==> config.mk <==
export PLATFORM = sky130hd
export DESIGN_NAME = srl_lane
export DESIGN_NICKNAME = d
export VERILOG_FILES = /design/src/rtl/srl_pkg.sv /design/src/rtl/srl_lane.sv
export SDC_FILE = /design/constraint.sdc
export NUM_CORES = 1
export LEC_CHECK = 0
export BUFFER_PORTS_ARGS = -buffer_cell sky130_fd_sc_hd__buf_2
export CAP_MARGIN = 40
export CORE_MARGIN = 1
export CORE_UTILIZATION = 60
export CTS_BUF_LIST = sky130_fd_sc_hd__clkbuf_16
export DETAILED_ROUTE_END_ITERATION = 10
export PLACE_DENSITY = 0.83
export SLEW_MARGIN = 40
export SYNTH_ARGS = -nofsm -noshare
export SYNTH_HDL_FRONTEND = slang
export SYNTH_SLANG_ARGS = --single-unit
==> constraint.sdc <==
create_clock -name clk_i -period 18.9 [get_ports clk_i]
set_input_delay 2.835 -clock clk_i [delete_from_list [all_inputs] [get_ports clk_i]]
set_output_delay 2.835 -clock clk_i [all_outputs]
set_load 0.01 [all_outputs]
==> src/rtl/srl_pkg.sv <==
// Package for the stereo linear resampler: shared constants, register
// indexes and the lane control struct. No dependencies.
package srl_pkg;

  // The configuration data port is as wide as the widest register.
  localparam int unsigned CFG_DATA_W = 32;
  localparam int unsigned CFG_IDX_W  = 2;
  localparam int unsigned CUR_W      = 32;

  // Register indexes on the configuration port.
  localparam logic [CFG_IDX_W-1:0] CFG_PITCH_STEP      = 2'd0;
  localparam logic [CFG_IDX_W-1:0] CFG_LOOP_ENABLE     = 2'd1;
  localparam logic [CFG_IDX_W-1:0] CFG_DURATION_FRAMES = 2'd2;

  // Result count guard per source frame.
  localparam int unsigned CNT_W = 5;
  localparam logic [CNT_W-1:0] MAX_RESULTS = 5'd16;

  // Pipeline enables shared by both channel lanes.
  typedef struct packed {
    logic load_prod;
    logic load_out;
  } lane_ctl_t;

endpackage

==> src/rtl/srl_lane.sv <==
// One channel lane of the resampler: a registered multiply followed by a
// truncating add into the output register. Depends on srl_pkg.
module srl_lane
  import srl_pkg::*;
#(
  parameter int unsigned SAMPLE_BITS = 16,
  parameter int unsigned FRAC_BITS   = 16
) (
  input  logic                          clk_i,
  input  lane_ctl_t                     ctl_i,
  input  logic [FRAC_BITS-1:0]          phase_i,
  input  logic signed [SAMPLE_BITS-1:0] prev_i,
  input  logic signed [SAMPLE_BITS-1:0] new_i,
  output logic signed [SAMPLE_BITS-1:0] sample_o
);

  localparam int unsigned DW = SAMPLE_BITS + 1;
  localparam int unsigned PW = FRAC_BITS + SAMPLE_BITS + 2;
  localparam int unsigned QW = SAMPLE_BITS + 2;

  logic signed [DW-1:0]          diff;
  logic signed [PW-1:0]          prod_d;
  logic signed [PW-1:0]          prod_q;
  logic signed [SAMPLE_BITS-1:0] base_q;
  logic        [PW-1:0]          bias;
  logic        [PW-1:0]          adj;
  logic        [QW-1:0]          sum;
  logic signed [SAMPLE_BITS-1:0] sample_q;

  assign diff   = {new_i[SAMPLE_BITS-1], new_i} - {prev_i[SAMPLE_BITS-1], prev_i};
  assign prod_d = $signed({1'b0, phase_i}) * diff;

  always_ff @(posedge clk_i) begin
    if (ctl_i.load_prod) begin
      prod_q <= prod_d;
      base_q <= prev_i;
    end
  end

  // Adding all ones in the fraction of a negative product makes the shift
  // round toward zero instead of toward minus infinity.
  assign bias = {{(PW-FRAC_BITS){1'b0}}, {FRAC_BITS{prod_q[PW-1]}}};
  assign adj  = prod_q + bias;
  assign sum  = {{2{base_q[SAMPLE_BITS-1]}}, base_q} + adj[PW-1:FRAC_BITS];

  always_ff @(posedge clk_i) begin
    if (ctl_i.load_out) begin
      sample_q <= sum[SAMPLE_BITS-1:0];
    end
  end

  assign sample_o = sample_q;

endmodule

* Word-level counts from Yosys, hierarchy flattened
Index checks and enable logic that the tools add are counted.
** Word-level totals
- Register bits after elaboration :: 66
- Input port bits :: 51
** Cells by class
- Add/sub/neg operators :: 3
- Multiply operators :: 1
** Operators by type and width (number)
- $mul 17x17->34 :: 1
- $add 32x16->32 :: 1
- $sub 16x16->17 :: 1
- $add 16x16->16 :: 1

* Depth between registers and ports, before layout
- Word-level depth :: 2
- Gate-level depth with buffers :: 32
- Depth with buffers taken out :: 30

* Least setup slack after synthesis
Ideal clock, no wire load.
- Path kind :: input port to flip-flop
- Start :: input port new_i[0]
- End :: register prod_q[30] (data pin)
- Data arrival time :: 9.930 ns
- Slack :: 8.835 ns
- Cell stages on the path :: 31
- Buffers on the path :: 2
- Path through :: inv_1 ha_1 fa_1 nor2b_1 o21ai_0 a21boi_1 o21ai_1 a21oi_1 or3_1 clkbuf_1 clkbuf_1 nand3_1 fa_1 inv_1 fa_1 inv_1 fa_1 inv_1 fa_1 fa_1 inv_1 fa_1 inv_1 ha_1 a21oi_1 o21ai_0 and4_1 nor4_2 a21boi_0 or4_1 nand3_1
** Between the ends
- Word-level cells in the longest chain between the ends :: 2
** Ends and longest elaborated chain
- start: declaration :: line srl_lane.sv:13 : input logic signed [SAMPLE_BITS-1:0] new_i,
- $sub 16x16->17 :: line srl_lane.sv:30 : assign diff = {new_i[SAMPLE_BITS-1], new_i} - {prev_i[SAMPLE_BITS-1], prev_i};
- $mul 17x17->34 :: line srl_lane.sv:31 : assign prod_d = $signed({1'b0, phase_i}) * diff;
- net prod_d[30] :: line srl_lane.sv:22 : logic signed [PW-1:0] prod_d;
- end signal: assignment :: line srl_lane.sv:35 : prod_q <= prod_d;
- end: declaration :: line srl_lane.sv:23 : logic signed [PW-1:0] prod_q;
The timed path passes the listed nets, and every way through them passes these cells.
A chain may end at the register's enable or synchronous reset.

* Worst setup path after layout
- Start :: input port prev_i[0]
- End :: register prod_q[30] (data pin)
** Between the ends
- Word-level cells in the longest chain between the ends :: 2
** Ends and longest elaborated chain
- start: declaration :: line srl_lane.sv:12 : input logic signed [SAMPLE_BITS-1:0] prev_i,
- $sub 16x16->17 :: line srl_lane.sv:30
- $mul 17x17->34 :: line srl_lane.sv:31
- net prod_d[30] :: line srl_lane.sv:22
The timed path passes the listed nets, and every way through them passes these cells.

==> implementation parameters <==
Parameter                              Value

Job
  Max-capacitance violation count ... 0

Setup path
  Largest fanout on the critical path ... 16
  Start-to-end type of the worst setup path ... primary input to flip-flop
  CP endpoint kind ... flip-flop
  Required time of the worst setup path ... 19100 ps
  Slowest Stage Delay on Critical Path ... 620 ps
  CP Data Arrival Time ... 10760 ps
  Dominant cell type by count on the critical path ... fa_1
  Kind of start point of the critical path ... primary input
  Worst-case register-to-register setup slack ... 14140 ps
  Master of the slowest instance on the critical path ... or3_1

Floorplan
  Die outline width ... 155 um
  Number of core rows ... 55
  Effective utilization at floorplan ... 0.615
  Top-level I/O count ... 67
  Die ar. ... 0.0240 mm2
  DIE HEIGHT ... 155 um
  CORE AREA ... 0.0228 mm2

Synthesis
  Synthesized instance count ... 1529
  Async set-or-reset flop fraction in the synthesized netlist ... 0
  Post-synth EDFFs ... 65
  Register bit count reported by yosys ... 65
  Distinct cell type count of the synthesized netlist ... 70
  Main area contributors after synthesis ... fa_1 (30%), ha_1 (16%), edfxtp_1 (14%)
  Post-synthesis cell type with the largest combined area ... fa_1
  Total of warnings raised by yosys ... 0
  Share of synthesized area occupied by flip-flops and latches ... 0.139
  Syn_nets ... 1965
  Average size of a mapped cell ... 9.16 um2
  Proportion of synthesized area in mux cells ... 0.0122
  Share of the synthesized area in compound gates (AO/OA/AOI/OAI) ... 0.0949
  Post-Syn Area ... 0.0140 mm2
  XOR/XNOR share of the synthesized area ... 0.0375
  Area fraction in and, or, nand and nor cells after synthesis ... 0.159
  Largest family of logic cells by synthesized area ... adder cells
  Yosys top cell area share ... 0.301
  Leading register cell type out of synthesis ... edfxtp_1
  Post-synthesis adder-cell area fraction ... 0.457

Timing
  Transition time at the pin with the least slew margin ... 779 ps
  Final Worst Setup Slack ... 8350 ps
  Setup repair after global routing missed its margin ... false
  Final critical path time including I/O delays and setup ... 10550 ps
  Worst slew slack as a fraction of its limit ... 0.480
  Tcrit/Tclk final ... 0.558
  Final setup violation count ... 0
  Setup total negative slack ... 0 ps
  Hold slack final ... 572 ps
  Worst clock skew on the final layout ... 5.16 ps
  Fmax achieved ... 94.8 MHz
  Fin. Hold Viols ... 0
  Max-slew violations ... 0

Layout
  Proportion of layout cells with a drive suffix above 1 ... 0.0784
  Antenna fix cells ... 0
  Layout area overhead ... 6.34%
  Most frequent standard cell in the layout excluding fill and tap cells ... inv_1
  Commonest cells after routing, fill and taps aside ... inv_1 (304), fa_1 (211), ha_1 (172)
  Final Net Count ... 1989
  Post-Layout Inst Area ... 0.0149 mm2

Placement
  Final HPWL from detailed placement ... 25.3 mm
  GP Congestion ... 0.906
  IO buf count ... 66
  Worst slack at placement ... 8060 ps
  Post-place instance area ... 0.0146 mm2

Detailed routing
  Drc violations ... 0
  Post-detailed-route wirelength per cell ... 16.9 um
  Vias after detailed routing ... 10600
  Aggregate routed wire length ... 31.6 mm
  Number of nets still failing antenna checks after routing ... 0
  Vias per cell ... 5.68
  Number of iterations in the first detailed-routing pass ... 5
  DRC marker count from the first detailed-route iteration ... 734

Clock network
  Buffers inserted by post-CTS timing repair ... 0
  Number of sinks driven by the clock tree ... 65
  Number of gates resized after CTS ... 0
  Clock-pin slew of the registers on the worst-case setup and hold paths ... 50 ps
  Insertion delay to the later sink of the worst-skew pair ... 340 ps
  Deepest clock path buffer count ... 2
  Number of buffers inserted by hold repair at cts ... 0
  Library cell used as clock root buffer ... clkbuf_16
  Number of buffers added by the clock tree synthesis step ... 9
  Clock tree from TritonCTS ... done
  Number of H-tree levels ... 3

Global routing
  Number of antenna violations at the first check in global routing ... 0
  Final global-route overflow total ... 0
  Largest net degree at the start of global routing ... 50
  Vias in the first global route ... 11100
  Global Route Usage Sum ... 0.279
  First-pass GRT wire length ... 52.7 mm

Outcome
  Run status ... completed

Worst hold path
  Worst hold path type ... flip-flop to flip-flop
-- layer usage --
metal	global-route usage	part of all wire	up-vias
li1	-	-	4955
met1	0.357	0.42	5199
met2	0.490	0.49	413
met3	0.0263	0.068	60
met4	0.104	0.026	0
met5	0	0	-
-- cells in the mapped netlist, types with 3 or more instances --
cell type and instances:
nand2_1 165, edfxtp_1 65, a21oi_1 46, nand4_1 11, and3_1 14, o32a_1 7
a21boi_0 3, o21a_1 8, a21o_1 24, inv_1 304, fa_1 211, o211ai_1 5
a31oi_1 5, o32ai_1 9, xnor2_1 42, buf_1 11, o21bai_1 5, o21ai_0 30
mux2_2 9, mux2i_1 7, nor2b_1 44, ha_1 174, a211oi_1 5, o31ai_1 3
o31a_1 3, xor2_1 18, nor2_1 53, nor3_1 12, buf_2 6, clkbuf_1 46
nand3b_1 18, or2_2 3, nand2b_1 21, and2_1 60, o21ai_1 5, nand3_1 33
-- sequential cells by signal, indices dropped and copies added (netlist names) --
signal	flops
base_q	16
prod_q	33
sample_o	16
-- critical path, delay by kind of cell --
family / cells / cell delay, ps
buf+inv: 6 / 370
simple gates: 7 / 2150
compound gates: 7 / 1220
fa+ha+maj: 9 / 4160
-- kinds of logic after synthesis --
logic type | Yosys count
AOI/OAI and AO/OA | 190
xor gates and xnor gates | 60
adders and majority gates | 385
buffers and inverters | 370
DFF | 65
muxes | 16
and+or+nand+nor | 443
-- stage by stage --
stage	util	cells
after floorplan	-	1529
after global placement	0.640	1854
after detailed placement	0.642	1855
after CTS	0.654	1870
after global routing	0.654	1870
final	0.654	1870
-- final timing paths --
check                  startpoint                     end  cells past startpoint
max reg2reg  prod_q[33]$_DFFE_PP_  sample_o[15]$_DFFE_PP_                     16
min           base_q[0]$_DFFE_PP_   sample_o[0]$_DFFE_PP_                      1
min reg2reg   base_q[0]$_DFFE_PP_   sample_o[0]$_DFFE_PP_                      1
max                     prev_i[0]    prod_q[30]$_DFFE_PP_                     29
-- area by class of cell --
type                            count  area, um2
Tap cell                          313        392
Timing Repair Buffer               78        427
Fill cell                        1796       7880
Clock inverter                      6       50.0
Sequential cell                    65       1950
Multi-Input combinational cell   1094      10700
Inverter                          305       1140
Clock buffer                        9        225
Power is left out: the tool's default activity adds up to more than one toggle a clock period on the data nets, which glitch-free logic cannot reach.
